===== config.mk =====
export PLATFORM = sky130hd
export DESIGN_NAME = rbmc_cell
export DESIGN_NICKNAME = d
export VERILOG_FILES = /design/src/sv/rbmc_pkg.sv /design/src/sv/rbmc_cell.sv
export SDC_FILE = /design/constraint.sdc
export NUM_CORES = 1
export LEC_CHECK = 0
export ABC_AREA = 1
export BUFFER_PORTS_ARGS = -buffer_cell sky130_fd_sc_hd__buf_2
export CAP_MARGIN = 20
export CELL_PAD_IN_SITES_DETAIL_PLACEMENT = 2
export CELL_PAD_IN_SITES_GLOBAL_PLACEMENT = 2
export CORE_MARGIN = 2
export CORE_UTILIZATION = 35
export CTS_BUF_LIST = sky130_fd_sc_hd__clkbuf_8
export CTS_CLUSTER_SIZE = 16
export DETAILED_ROUTE_END_ITERATION = 16
export GPL_ROUTABILITY_DRIVEN = 0
export HOLD_SLACK_MARGIN = 0.15
export PLACE_DENSITY = 0.89
export SYNTH_ARGS = -nofsm -noshare
export SYNTH_HDL_FRONTEND = slang
export SYNTH_SLANG_ARGS = --single-unit

===== constraint.sdc =====
create_clock -name clock -period 8 [get_ports clock]
set_input_delay 0.4 -clock clock [delete_from_list [all_inputs] [get_ports clock]]
set_output_delay 0.4 -clock clock [all_outputs]
set_load 0.02 [all_outputs]

===== src/sv/rbmc_pkg.sv =====
// ----------------------------------------------------------------------------
// rbmc_pkg
// Shared types and constants of the RGBA box-filter mip chain.
// ----------------------------------------------------------------------------
`default_nettype none

package rbmc_pkg;

   // Field widths fixed by the word formats.
   localparam int CHAN_W      = 8;
   localparam int PAIR_W      = 9;
   localparam int SUM_W       = 10;
   localparam int LEVEL_W     = 4;
   localparam int POS_W       = 11;
   localparam int CSR_DATA_W  = 13;
   localparam int CSR_INDEX_W = 2;
   localparam int CSR_LEVEL_W = 4;

   // Configuration register indexes.
   localparam logic [CSR_INDEX_W-1:0] CSR_IMAGE_WIDTH  = 2'd0;
   localparam logic [CSR_INDEX_W-1:0] CSR_IMAGE_HEIGHT = 2'd1;
   localparam logic [CSR_INDEX_W-1:0] CSR_LEVEL_COUNT  = 2'd2;

   // Channel positions inside a pixel and a pair-sum word.
   localparam int CH_RED   = 0;
   localparam int CH_GREEN = 1;
   localparam int CH_BLUE  = 2;
   localparam int CH_ALPHA = 3;

   typedef logic [3:0][CHAN_W-1:0] pix_type;
   typedef logic [3:0][PAIR_W-1:0] pair_type;

   typedef struct packed {
      logic [CHAN_W-1:0] red;
      logic [CHAN_W-1:0] green;
      logic [CHAN_W-1:0] blue;
      logic [CHAN_W-1:0] alpha;
   } req_type;

   typedef struct packed {
      logic [LEVEL_W-1:0] level;
      logic [POS_W-1:0]   pos_x;
      logic [POS_W-1:0]   pos_y;
      logic [CHAN_W-1:0]  out_red;
      logic [CHAN_W-1:0]  out_green;
      logic [CHAN_W-1:0]  out_blue;
      logic [CHAN_W-1:0]  out_alpha;
      logic               run_end;
   } rsp_type;

   // Pair store access requested by a cell.
   typedef struct packed {
      logic rd;
      logic wr;
   } mem_ctrl_type;

   // Cell status seen by the top level.
   typedef struct packed {
      logic busy;
      logic emit;
      logic done;
   } cell_stat_type;

endpackage

`default_nettype wire


===== src/sv/rbmc_cell.sv =====
// ----------------------------------------------------------------------------
// rbmc_cell
// One level of the mip cascade: position counters, held left pixel, quad sum.
// ----------------------------------------------------------------------------
`default_nettype none

module rbmc_cell #(
   parameter int MAX_WIDTH  = 4096,
   parameter int MAX_LEVELS = 13,
   parameter int IDX        = 0
) (
   input  wire logic                                clock,
   input  wire logic                                reset,
   input  wire logic                                clear,
   input  wire logic [$clog2(MAX_LEVELS+1)-1:0]     nlev,
   input  wire logic [$clog2(MAX_WIDTH+1)-1:0]      pw0,
   input  wire logic [$clog2(MAX_WIDTH+1)-1:0]      ph0,
   input  wire logic                                tok_in_valid,
   input  wire rbmc_pkg::pix_type                   tok_in_pixel,
   input  wire logic [$clog2(MAX_WIDTH)-1:0]        tok_in_base,
   output logic                                     tok_out_valid,
   output rbmc_pkg::pix_type                        tok_out_pixel,
   output logic [$clog2(MAX_WIDTH)-1:0]             tok_out_base,
   input  wire logic                                next_would_emit,
   output logic                                     would_emit,
   input  wire logic                                out_free,
   output rbmc_pkg::mem_ctrl_type                   mem_ctrl,
   output logic [$clog2(MAX_WIDTH)-1:0]             mem_addr,
   output rbmc_pkg::pair_type                       mem_wdata,
   input  wire rbmc_pkg::pair_type                  mem_rdata,
   output rbmc_pkg::cell_stat_type                  stat,
   output rbmc_pkg::rsp_type                        rsp_word
);
   import rbmc_pkg::*;

   localparam int AW = $clog2(MAX_WIDTH);
   localparam int DW = $clog2(MAX_WIDTH + 1);

   // Token phases: A decides and touches the pair store, B forms the mean.
   logic           tok_a_ff, tok_a_in;
   logic           tok_b_ff, tok_b_in;
   pix_type        pixel_ff;
   logic [AW-1:0]  base_ff;
   logic [AW-1:0]  col_ff, col_in;
   logic [AW-1:0]  row_ff, row_in;
   pix_type        held_ff;
   pair_type       pair_ff;
   logic [AW-1:0]  x_ff;
   logic [AW-1:0]  y_ff;
   logic           ph1_ff;

   logic [DW-1:0]  pw_shift, ph_shift, pw, ph, cw, ch;
   logic [DW-1:0]  col_inc, row_inc;
   logic           col_wrap, row_wrap;
   logic [AW-1:0]  col_half, row_half;
   logic           pw_is1, ph_is1;
   logic           have_pair, go_b, hold_wr, store_ok, rd_req, wr_req;
   pair_type       pair;
   logic [AW-1:0]  x, y;
   logic [AW:0]    addr_sum, base_sum;
   logic [AW-1:0]  addr;
   logic [3:0][SUM_W-1:0] sum;
   pix_type        result;
   logic           active, next_active, emit, pass;
   rsp_type        word;

   // Dimensions of this cell's input level, never below one.
   always_comb begin
      pw_shift = pw0 >> IDX;
      ph_shift = ph0 >> IDX;
      pw       = (pw_shift == '0) ? DW'(1) : pw_shift;
      ph       = (ph_shift == '0) ? DW'(1) : ph_shift;
      cw       = ((pw >> 1) == '0) ? DW'(1) : (pw >> 1);
      ch       = ((ph >> 1) == '0) ? DW'(1) : (ph >> 1);
   end

   assign active      = int'(nlev) > IDX + 1;
   assign next_active = int'(nlev) > IDX + 2;

   // Raster position advance.
   always_comb begin
      col_inc  = DW'(col_ff) + DW'(1);
      row_inc  = DW'(row_ff) + DW'(1);
      col_wrap = col_inc >= pw;
      row_wrap = row_inc >= ph;
      col_in   = col_wrap ? '0 : AW'(col_inc);
      if (col_wrap) begin
         row_in = row_wrap ? '0 : AW'(row_inc);
      end else begin
         row_in = row_ff;
      end
   end

   // Horizontal pair and the decisions taken in phase A.
   always_comb begin
      col_half  = col_ff >> 1;
      row_half  = row_ff >> 1;
      pw_is1    = pw == DW'(1);
      ph_is1    = ph == DW'(1);
      have_pair = pw_is1 || col_ff[0];
      go_b      = have_pair && (ph_is1 || row_ff[0]);
      hold_wr   = !have_pair && (DW'(col_half) < cw);
      store_ok  = have_pair && !ph_is1 && !row_ff[0] && (DW'(row_half) < ch);
      x         = pw_is1 ? '0 : col_half;
      y         = ph_is1 ? '0 : row_half;
      for (int c = 0; c < 4; c++) begin
         if (pw_is1) begin
            pair[c] = {pixel_ff[c], 1'b0};
         end else begin
            pair[c] = PAIR_W'(held_ff[c]) + PAIR_W'(pixel_ff[c]);
         end
      end
   end

   // Pair store address, wrapped into the store.
   always_comb begin
      addr_sum = (AW+1)'(base_ff) + (AW+1)'(x);
      if (addr_sum >= (AW+1)'(MAX_WIDTH)) begin
         addr = AW'(addr_sum - (AW+1)'(MAX_WIDTH));
      end else begin
         addr = AW'(addr_sum);
      end
   end

   assign rd_req      = tok_a_ff && have_pair && !ph_is1 && row_ff[0];
   assign wr_req      = tok_a_ff && store_ok;
   assign mem_ctrl.rd = rd_req;
   assign mem_ctrl.wr = wr_req;
   assign mem_addr    = (rd_req || wr_req) ? addr : '0;
   assign mem_wdata   = wr_req ? pair : '0;

   // Phase B: quad sum and truncated mean.
   always_comb begin
      for (int c = 0; c < 4; c++) begin
         if (ph1_ff) begin
            sum[c] = {pair_ff[c], 1'b0};
         end else begin
            sum[c] = SUM_W'(mem_rdata[c]) + SUM_W'(pair_ff[c]);
         end
         result[c] = sum[c][SUM_W-1:2];
      end
   end

   assign emit = tok_b_ff && out_free;
   assign pass = emit && next_active;

   // Base of the next level's region in the pair store.
   always_comb begin
      base_sum = (AW+1)'(base_ff) + (AW+1)'(cw);
      if (base_sum >= (AW+1)'(MAX_WIDTH)) begin
         tok_out_base = AW'(base_sum - (AW+1)'(MAX_WIDTH));
      end else begin
         tok_out_base = AW'(base_sum);
      end
   end

   assign tok_out_valid = pass;
   assign tok_out_pixel = result;

   // A pixel entering now would produce a result at this level.
   assign would_emit = active && go_b;

   // Result word, zero unless this cell emits.
   always_comb begin
      word.level     = LEVEL_W'(IDX + 1);
      word.pos_x     = POS_W'(x_ff);
      word.pos_y     = POS_W'(y_ff);
      word.out_red   = result[CH_RED];
      word.out_green = result[CH_GREEN];
      word.out_blue  = result[CH_BLUE];
      word.out_alpha = result[CH_ALPHA];
      word.run_end   = !next_would_emit;
      rsp_word       = emit ? word : '0;
   end

   assign stat.busy = tok_a_ff || tok_b_ff;
   assign stat.emit = emit;
   assign stat.done = (tok_a_ff && !go_b) || (emit && !pass);

   assign tok_a_in = tok_in_valid;
   assign tok_b_in = (tok_a_ff && go_b) || (tok_b_ff && !out_free);

   // Control state and the per-level position and held pixel.
   always_ff @(posedge clock) begin
      if (reset) begin
         tok_a_ff <= 1'b0;
         tok_b_ff <= 1'b0;
         col_ff   <= '0;
         row_ff   <= '0;
         held_ff  <= '0;
      end else begin
         tok_a_ff <= tok_a_in;
         tok_b_ff <= tok_b_in;
         if (clear) begin
            col_ff  <= '0;
            row_ff  <= '0;
            held_ff <= '0;
         end else if (tok_a_ff) begin
            col_ff <= col_in;
            row_ff <= row_in;
            if (hold_wr) begin
               held_ff <= pixel_ff;
            end
         end
      end
   end

   // Token payload and phase A results.
   always_ff @(posedge clock) begin
      if (tok_in_valid) begin
         pixel_ff <= tok_in_pixel;
         base_ff  <= tok_in_base;
      end
      if (tok_a_ff) begin
         pair_ff <= pair;
         x_ff    <= x;
         y_ff    <= y;
         ph1_ff  <= ph_is1;
      end
   end

endmodule

`default_nettype wire


==> results of run 1 <==
[layout make-up]
class                   count  area (um2)
diodes                      1        2.50
clock buffers              17         234
clock inverters            15         150
fillers                  4365       21400
inverters                 277        1040
multi-input cells        1224        7010
flip-flops and latches    161        4260
well taps                 468         586
repair buffers            322        1850
[layer usage]
| metal | global-route usage, % | routed length (um) |
|---|---|---|
| met3 | 3.59 | 1720 |
| met2 | 49.6 | 25800 |
| met4 | 7.58 | 1130 |
| met1 | 30.0 | 21000 |
| met5 | 0 | 13 |
[kinds of logic (layout without fill, tap and decap cells)]
kind of cell / count (synthesis) / in the layout / share of synthesized area (%)
AND/OR/NAND/NOR: 734 / 734 / 24.2
buffers and inverters: 376 / 631 / 13.0
AO/OA/AOI/OAI: 292 / 292 / 12.3
flip-flops: 161 / 161 / 32.9
adder cells (fa/ha/maj): 140 / 140 / 13.9
XOR/XNOR: 55 / 55 / 3.73
other: 1 / 4 / 0.0290
[worst min-delay path, stage by stage]
cell,delay (ns)
buf_2,0.11
inv_1,0.04
nand2_1,0.06
a21oi_1,0.06
[worst paths after layout]
kind | endpoint | slack [ns] | depth (start not counted)
worst min register to register | held_ff[20]$_SDFFE_PP0P_ | 0.50 | 2
worst min-delay path | tok_b_ff$_SDFF_PP0_ | 0.22 | 4
worst max register to register | col_ff[5]$_SDFFE_PP0P_ | 4.09 | 15
worst max-delay path | mem_addr[8] | 3.95 | 20
[cells in the mapped netlist (3+ instances only)]
cell | count | area [um2]
a211oi_1 | 5 | 37.5
o221ai_1 | 4 | 35.0
nor4_1 | 3 | 18.8
buf_2 | 12 | 60.1
nand2_2 | 3 | 18.8
a221oi_1 | 4 | 35.0
buf_1 | 5 | 18.8
nand2_1 | 381 | 1430
buf_6 | 14 | 158
nor2_2 | 11 | 68.8
edfxtp_1 | 103 | 3090
o21ai_1 | 10 | 50.1
nor3_1 | 23 | 115
nand3_1 | 109 | 546
o21bai_1 | 6 | 45.0
nand2_4 | 3 | 33.8
fa_1 | 6 | 120
nor2_1 | 162 | 608
buf_4 | 40 | 300
inv_1 | 270 | 1010
dfxtp_1 | 58 | 1160
o2111ai_1 | 5 | 43.8
o211ai_1 | 5 | 37.5
ha_1 | 134 | 1680
inv_2 | 7 | 26.3
o21ai_0 | 54 | 270
nor3_2 | 4 | 40.0
o21a_1 | 4 | 30.0
xnor2_1 | 6 | 52.6
nand4_1 | 18 | 113
a22oi_1 | 3 | 22.5
nand3b_1 | 12 | 90.1
a21oi_1 | 186 | 931
clkbuf_1 | 28 | 105
xor2_1 | 49 | 429
[power by group through the flow]
stage / clock (mW) / sequential [mW] / combinational [mW]
floorplan: 0 / 0.972 / 0.414
global placement: 0 / 0.984 / 0.541
detailed placement: 0 / 0.987 / 0.575
CTS: 0.636 / 0.968 / 0.596
global route: 0.665 / 0.972 / 0.665
finish: 0.626 / 0.968 / 0.594
[repair_timing]
item	in CTS	in global routing
endpoints found under the hold margin	46	0
hold buffers	45	0
gates resized for setup	0	0
[flip-flops by register name (all words and copies together), names as in the netlist]
register / flops
ph1_ff: 1
x_ff: 11
col_ff: 12
pair_ff: 36
held_ff: 32
pixel_ff: 32
tok_a_ff: 1
base_ff: 12
y_ff: 11
tok_b_ff: 1
row_ff: 12
==> metrics.txt, run 1 <==
# Max-Cap Violations 0; overall routed net length 49600 um; Top Family by Delay on Critical Path simple AND/OR/NAND/NOR gates; Post-Layout Cell Count 2485; Routed Antenna Nets 0; CTS tree yes; Clk Latency, worst-skew pair 0.49 ns; CP Class input pin to primary output; DRC viols 0; CP Data Required Time 7.60 ns; maximum vdd ir drop 0.0801 mV; DIE HEIGHT 196 um; Mapped Cells 1759; CP Launch Point pw0[8]; count of state elements after synthesis 161; detailed placement HPWL 38000 um; Post-Synthesis Cell Area 12900 um2; worst path cell trace buf_2 > inv_2 > nand3_1 > nor2_1 > nand2_4 > inv_1 > buf_4 > nor2_1 > ha_1 > inv_1 > fa_1 > inv_1 > nand2_1 > nand2_1 > a21oi_1 > nor3_1 > nor3_1 > xor2_1 > a21oi_1 > buf_2; Worst-path clk slew 0.10 ns; Synth async-reset ratio 0%; Max Slew Vio Count 0; setup ws final 3.95 ns; cell internal pwr 1.44 mW; placed instance area 14300 um2; total global routing track utilization 26.0%; final global-route overflow total 0; CTS buffer count 17; Hold Path Class input pin to flip-flop; Psw 0.749 mW; first-pass GRT wire length 78900 um; DR iter-0 viols 443; final core utilization 41.4%; Hold Crit Start out_free; port buffer count 270; clk buf depth 2; Tmin final 4.05 ns; Setup crit start kind input pin; H-tree Lvls 4; CP max stage cell nand2_4; share of cells above drive strength 1 16.8%; Syn Area/Cell 7.35 um2; routed vias 13100; skew final 0.0237 ns; final net count 2259; worst slack, placed 3.90 ns; final hold vios 0; Starting Density 35.4%; FF-to-FF Start col_ff[0]$_SDFFE_PP0P_; status finished clean; pwr/cell area 145 nW/um2; vias in the first global route 14600; row count 70; vias per std cell 5.25; CP peak stage delay 0.37 ns; Clock Power Share 28.6%; Die Wd 196 um; EDFF count, synth 103; yosys warns 0; Critical Path End Type primary output; die area 38500 um2; core area 36500 um2; Critical Path AT 3.65 ns; Tightest Pin Transition 1.05 ns; # IOs 274; DP Cell Count 2407; largest net degree at the start of global routing 67; setup TNS 0 ns; Synth cell types 44; Sw Ratio 34.2%; post-CTS setup buffers 0; first drt pass iteration count 5; worst rel slew slack 29.9%; Final Cycle Share 50.6%; most common cell after layout, fill and taps aside nand2_1; final instance area 15100 um2; Seq/Total Area, Yosys 32.9%; WL per Instance 20.0 um; commonest non-fill, non-tap cells in the layout nand2_1 (380), inv_1 (271), buf_2 (270), a21oi_1 (186), nor2_1 (161); Static Leak 7.76 nW; Synth-to-Final Area Change 17.0%; initial antenna violation count 2; CP dominant cell by count inv_1; Logic pwr share 27.2%; critical path fanouts, max 66; clock tree sinks 161; Synth Flop Type edfxtp_1; root buffer cell clkbuf_8; RSZ-0062 raised after global routing no; Pwr Total 2.19 mW; Buf/Inv on CP 7; Hold WS 0.221 ns; Max Fclk 247 MHz; Setup-failing EPs final 0; Reg power frac 44.2%
Power figures use the tool's default switching activity.
==> run 2, diff against run 1 <==
--- a/config.mk
+++ b/config.mk
@@ -11,13 +11,13 @@
 export CELL_PAD_IN_SITES_DETAIL_PLACEMENT = 2
 export CELL_PAD_IN_SITES_GLOBAL_PLACEMENT = 2
 export CORE_MARGIN = 2
-export CORE_UTILIZATION = 35
+export CORE_UTILIZATION = 29
 export CTS_BUF_LIST = sky130_fd_sc_hd__clkbuf_8
 export CTS_CLUSTER_SIZE = 16
 export DETAILED_ROUTE_END_ITERATION = 16
 export GPL_ROUTABILITY_DRIVEN = 0
 export HOLD_SLACK_MARGIN = 0.15
-export PLACE_DENSITY = 0.89
+export PLACE_DENSITY = 0.78
 export SYNTH_ARGS = -nofsm -noshare
 export SYNTH_HDL_FRONTEND = slang
 export SYNTH_SLANG_ARGS = --single-unit
==> constraint.sdc (replaced) <==
create_clock -name clock -period 3.7 [get_ports clock]
set_input_delay 0.185 -clock clock [delete_from_list [all_inputs] [get_ports clock]]
set_output_delay 0.185 -clock clock [all_outputs]
set_load 0.02 [all_outputs]
==> metrics.txt, run 2 (synthesized netlist as in run 1, its figures left out) <==
worst rel slew slack 32.8% (+2.9 points); R2R Path End row_ff[9]$_SDFFE_PP0P_; status finished clean; Setup crit start kind flip-flop; final net count 2267 (+0.35%); WL met3 1460 um (-15%); filler instances 5359 (+23%); # Max-Cap Violations 0 (unchanged); most common cell after layout, fill and taps aside nand2_1; hold_buf cts 46 (+2.2%); Worst-path clk slew 0.10 ns (about the same); reg2reg path depth 16 (+1); wl on met1 21700 um (+3.6%); DIE HEIGHT 215 um (+9.7%); Routed Antenna Nets 0 (unchanged); routed vias 12700 (-2.4%); root buffer cell clkbuf_8; largest net degree at the start of global routing 65 (-3.0%); maximum vdd ir drop 0.200 mV (+150%); Hold Path End held_ff[1]$_SDFFE_PP0P_; Top Metal Used met5; row count 77 (+10%); max reg flops 36 (unchanged); CTS buffer count 17 (unchanged); Hold Path Stages 5 (+1); CP Class flip-flop to primary output; Critical Path End Type primary output; vias per std cell 4.87 (-7.3%); DRC viols 0 (unchanged); pwr/cell area 317 nW/um2 (+120%); clk buf depth 2 (unchanged); detailed placement HPWL 37600 um (-1.2%); Max Slew Vio Count 0 (unchanged); Top reg by flops pair_ff; Setup-failing EPs final 0 (unchanged); final global-route overflow total 0 (unchanged); CP peak stage delay 0.44 ns (+0.07 ns); final hold vios 0 (unchanged); Static Leak 7.83 nW (+0.87%); first drt pass iteration count 4 (-1); clock tree sinks 161 (unchanged); H-tree Lvls 4 (unchanged); Clk Latency, worst-skew pair 0.52 ns (+0.03 ns); CP dominant cell by count nor2_1; Starting Density 29.3% (-6.1 points); Max Fclk 300 MHz; total global routing track utilization 21.0% (-5.0 points); post-cts sizing count 0 (unchanged); setup TNS 0 ns (unchanged); skew final 0.0221 ns (-0.00165 ns); port buffer count 270 (unchanged); # IOs 274 (unchanged); core area 44100 um2 (+21%); DR iter-0 viols 403 (-9.0%); Top Registers pair_ff: 36 flops, held_ff: 32 flops, pixel_ff: 32 flops; worst path cell trace ha_1 > a21oi_1 > nor2_1 > a211oi_1 > o21ai_0 > nor2_1 > nand2_2 > buf_4 > nor3_1 > buf_2; vias in the first global route 14000 (-4.1%); die area 46300 um2 (+20%); Hold Crit Start clear; CP max stage cell dfxtp_1; Critical Path AT 3.15 ns (-0.50 ns); Tightest Pin Transition 1.01 ns (-0.0426 ns); Hold Path Class input pin to flip-flop; CP Data Required Time 3.51 ns (-4.09 ns); CTS tree yes; overall routed net length 48400 um (-2.5%); first-pass GRT wire length 76900 um (-2.5%); critical path fanouts, max 22 (-67%); Die Wd 215 um (+9.7%); total length of routed met2 wires 24400 um (-5.6%); WL per Instance 18.5 um (-7.3%); initial antenna violation count 2 (unchanged); RSZ-0062 raised after global routing no; post-CTS setup buffers 0 (unchanged); Synth-to-Final Area Change 19.3%; R2R setup slack 0.39 ns (-3.70 ns); Hold WS 0.320 ns (+0.0989 ns); commonest non-fill, non-tap cells in the layout nand2_1 (380), inv_1 (271), buf_2 (270), a21oi_1 (186), nor2_1 (161); Final Cycle Share 90.0%; Tmin final 3.33 ns; Antenna Diode Count 0 (-1); FF-to-FF Start col_ff[2]$_SDFFE_PP0P_; share of cells above drive strength 1 17.2% (+0.48 points)
==> run 2: changes by cell type in the layout (fill, tap and decap cells not counted), moves of 2 or more <==
cell,previous run,this run
inv_6,0,4
clkinv_2,3,1
clkinv_1,5,0
buf_4,7,12
dlygate4sd3_1,45,47
==> run 2: layout make-up <==
class / instances / area [um2] / area share (%)
multi-input cells: 1224 / 7010 / 45.5
repair buffers: 330 / 1930 / 12.5
flip-flops and latches: 161 / 4260 / 27.6
clock buffers: 17 / 234 / 1.52
well taps: 592 / 741 / 4.80
inverters: 277 / 1040 / 6.74
clock inverters: 15 / 206 / 1.34
==> run 2: routing by layer <==
metal  vias to the layer above  GRT usage [%]
met4                         4           5.93
li1                       6209              -
met5                         -              0
met3                        48           3.06
met2                       213           38.0
met1                      6264           25.7
==> run 2: worst max-delay path by stage <==
stage,startpoint,to,slack [ns]
2_1_floorplan,tok_a_ff$_SDFF_PP0_,stat[0],0.77
3_3_place_gp,col_ff[2]$_SDFFE_PP0P_,row_ff[10]$_SDFFE_PP0P_,0.57
3_5_place_dp,col_ff[0]$_SDFFE_PP0P_,row_ff[1]$_SDFFE_PP0P_,0.40
6_report,row_ff[6]$_SDFFE_PP0P_,mem_wdata[9],0.37
4_1_cts,row_ff[6]$_SDFFE_PP0P_,mem_wdata[9],0.22
5_1_grt,col_ff[0]$_SDFFE_PP0P_,row_ff[9]$_SDFFE_PP0P_,0.0006
==> run 2: power breakdown <==
group	switching, mW	leakage (nW)	total, mW	internal, mW
sequential	0.0741	1.45	2.09	2.02
combinational	0.827	6.17	1.28	0.452
clock	0.772	0.217	1.52	0.744
total	1.67	7.83	4.88	3.21
==> run 2: through the flow <==
stage,util [%],area [um2],power [mW],setup slack (ns),instances
after floorplan,-,12900,3.00,0.767,1761
after global routing,35.0,15400,5.17,0.000608,2616
after global placement,32.8,14500,3.30,0.572,2536
after CTS,34.9,15400,4.94,0.222,2614
after detailed placement,32.8,14500,3.36,0.402,2536
final,35.0,15400,4.88,0.369,2616
==> run 2: critical path, delay by kind of cell (launching register included) <==
family,cells,cell delay [ns]
and+or+nand+nor,4,0.76
buffers and inverters,2,0.63
AOI/OAI and AO/OA,3,0.52
DFF,1,0.44
adders and majority gates,1,0.29
==> run 3, diff against run 2 <==
==> config.mk (replaced) <==
export PLATFORM = sky130hd
export DESIGN_NAME = rbmc_cell
export DESIGN_NICKNAME = d
export VERILOG_FILES = /design/src/sv/rbmc_pkg.sv /design/src/sv/rbmc_cell.sv
export SDC_FILE = /design/constraint.sdc
export NUM_CORES = 1
export LEC_CHECK = 0
export BUFFER_PORTS_ARGS = -buffer_cell sky130_fd_sc_hd__buf_2
export CAP_MARGIN = 20
export CELL_PAD_IN_SITES_DETAIL_PLACEMENT = 2
export CELL_PAD_IN_SITES_GLOBAL_PLACEMENT = 2
export CORE_UTILIZATION = 30
export CTS_BUF_LIST = sky130_fd_sc_hd__clkbuf_8
export CTS_CLUSTER_SIZE = 16
export DETAILED_ROUTE_END_ITERATION = 16
export GPL_ROUTABILITY_DRIVEN = 0
export HOLD_SLACK_MARGIN = 0.15
export PLACE_DENSITY = 0.77
export SYNTH_ARGS = -nofsm -noshare
export SYNTH_HDL_FRONTEND = slang
export SYNTH_SLANG_ARGS = --single-unit
==> metrics.txt, run 3 <==
status finished clean; Starting Density 30.7% (+1.4 points); Mapped Cells 1364 (-22%); Synth async-reset ratio 0% (unchanged); H-tree Lvls 4 (unchanged); vias in the first global route 12000 (-14%); routed vias 11100 (-13%); Yosys top cell area share 25.8% (+1.9 points); CTS buffer count 17 (unchanged); Max Slew Vio Count 0 (unchanged); Die Wd 202 um (-6.2%); Top reg by flops pair_ff; clock tree sinks 161 (unchanged); Clk Latency, worst-skew pair 0.48 ns (-0.04 ns); maximum vdd ir drop 0.216 mV (+7.8%); Tmin final 3.56 ns (+0.229 ns); Setup crit start kind flip-flop; final global-route overflow total 0 (unchanged); top cells by area, synth edfxtp_1 (26%), ha_1 (14%), dfxtp_1 (9.7%), o21ai_0 (3.8%), nand2_1 (3.8%); max reg flops 36 (unchanged); Hold WS 0.305 ns (-0.0148 ns); vias per std cell 5.13 (+5.4%); skew final 0.0250 ns (+0.00288 ns); WL per Instance 20.5 um (+11%); Top Family by Delay on Critical Path compound AO/OA/AOI/OAI gates; final core utilization 37.4% (+2.5 points); CP Class flip-flop to primary output; overall routed net length 44300 um (-8.5%); Synth cell types 62 (+41%); # Max-Cap Violations 0 (unchanged); setup ws final 0.140 ns (-0.229 ns); worst rel slew slack 31.5% (-1.4 points); Max Fclk 281 MHz (-6.4%); Critical Path AT 3.37 ns (+0.22 ns); first drt pass iteration count 5 (+1); final net count 1888 (-17%); core area 39000 um2 (-12%); CP Data Required Time 3.51 ns (about the same); Clock Power Share 29.0% (-2.0 points); port buffer count 270 (unchanged); DIE HEIGHT 202 um (-6.2%); worst slack, placed 0.0666 ns (-0.336 ns); Logic pwr share 25.0% (-1.2 points); commonest non-fill, non-tap cells in the layout buf_2 (269), ha_1 (132), inv_1 (121), nand2_1 (121), edfxtp_1 (103); die area 40700 um2 (-12%); Buf/Inv on CP 1 (-1); Static Leak 6.88 nW (-12%); EDFF count, synth 103 (unchanged); CP max stage cell edfxtp_1; final hold vios 0 (unchanged); most common cell after layout, fill and taps aside buf_2; Routed Antenna Nets 0 (unchanged); Sw Ratio 33.2% (-1.0 points); Seq/Total Area, Yosys 35.5% (+2.6 points); CP peak stage delay 0.46 ns (+0.02 ns); Tightest Pin Transition 1.03 ns (+0.0204 ns); Synth-to-Final Area Change 22.0%; most frequent cell after synthesis ha_1; Syn Area/Cell 8.78 um2 (+19%); share of cells above drive strength 1 22.5% (+5.2 points); critical path fanouts, max 2 (-91%); leading area contributor after synthesis edfxtp_1; # IOs 274 (unchanged); Setup-failing EPs final 0 (unchanged); row count 72 (-6.5%); yosys warns 0 (unchanged); DRC viols 0 (unchanged); Critical Path End Type primary output; pwr/cell area 308 nW/um2 (-2.8%); first-pass GRT wire length 68400 um (-11%); largest net degree at the start of global routing 66 (+1.5%); DR iter-0 viols 463 (+15%); root buffer cell clkbuf_8; count of state elements after synthesis 161 (unchanged); detailed placement HPWL 33800 um (-10%); worst path cell trace ha_1 > fa_1 > a21o_1 > a21oi_2 > o21bai_1 > a2111o_1 > a31o_2 > a21oi_1 > xnor2_1 > buf_2; Final Cycle Share 96.2% (+6.2 points); top post-synthesis cells by count ha_1 (134), nand2_1 (121), inv_1 (118), edfxtp_1 (103), nor2_1 (98); cell internal pwr 3.00 mW (-6.5%); Post-Synthesis Cell Area 12000 um2 (-7.4%); Hold Path Class input pin to flip-flop; CTS tree yes; Synth Flop Type edfxtp_1; clk buf depth 2 (unchanged); final instance area 14600 um2 (-5.3%); initial antenna violation count 6 (+4); total global routing track utilization 21.5% (+0.54 points); Worst-path clk slew 0.10 ns (about the same); filler instances 4421 (-18%); Top Registers pair_ff: 36 flops, held_ff: 32 flops, pixel_ff: 32 flops; Psw 1.49 mW (-11%); Reg power frac 46.1% (+3.3 points); placed instance area 13700 um2 (-5.4%)
==> run 3: tightest hold or removal path, delay by kind of cell <==
family	cells	cell delay, ns
AND/OR/NAND/NOR	3	0.36
buffers and inverters	1	0.11
==> run 3: final cells by class <==
class,instances,area (um2),share of cell area (%)
diodes,2,5.00,0.0343
clock buffers,19,262,1.79
clock inverters,13,113,0.771
inverters,118,443,3.03
multi-input cells,987,6820,46.7
flip-flops and latches,161,4270,29.2
well taps,518,648,4.44
repair buffers,347,2050,14.0
==> run 3: worst paths after layout <==
check | startpoint | end | slack (ns) | depth (start not counted)
worst max-delay path | base_ff[0]$_DFFE_PP_ | tok_out_base[10] | 0.14 | 10
worst min-delay path | pw0[1] | x_ff[4]$_DFFE_PP_ | 0.30 | 4
worst max register to register | row_ff[0]$_SDFFE_PP0P_ | row_ff[1]$_SDFFE_PP0P_ | 0.22 | 14
worst min register to register | held_ff[29]$_SDFFE_PP0P_ | held_ff[29]$_SDFFE_PP0P_ | 0.47 | 2
==> run 3: layer usage <==
layer  wire (um)  GRT usage, %  part of all wire (%)  up-vias
li1            -             -                     -     5300
met1       20200          27.4                    46     5473
met2       21500          37.5                    48      263
met3        1670          3.19                   3.8       62
met4         943          6.17                   2.1        8
met5          46             0                  0.10        -
==> run 3: repair_timing <==
item | 4_1_cts | 5_1_grt
hold buffers | 46 | 0
setup buffers | 0 | 1
gates resized for setup | 2 | 21
hold endpoints to repair | 48 | 0
endpoints found under the setup margin | 1 | 43
pin swaps | 0 | 1
==> run 3: cell families after synthesis <==
group	Yosys count	share of synthesized area (%)
other cells	1	0.0313
simple gates	445	18.2
compound gates	306	16.1
xor+xnor	76	5.56
buf+inv	218	8.17
fa+ha+maj	140	15.0
flops	161	35.5
mux	17	1.42
==> run 3: metrics by stage <==
stage / TNS [ns] / std cells / total power [mW]
after global placement: 0 / 2084 / 3.13
after global routing: -0.000214 / 2164 / 4.70
after CTS: 0 / 2162 / 4.54
final: 0 / 2165 / 4.50
after floorplan: 0 / 1366 / 2.87
after detailed placement: 0 / 2084 / 3.18
==> run 3: power by group through the flow <==
stage          sequential [mW]  combinational [mW]  clock, mW
6_report                  2.07                1.12       1.30
3_5_place_dp              2.11                1.07          0
5_1_grt                   2.08                1.23       1.40
3_3_place_gp              2.11                1.02          0
4_1_cts                   2.07                1.12       1.35
2_1_floorplan             2.09               0.782          0
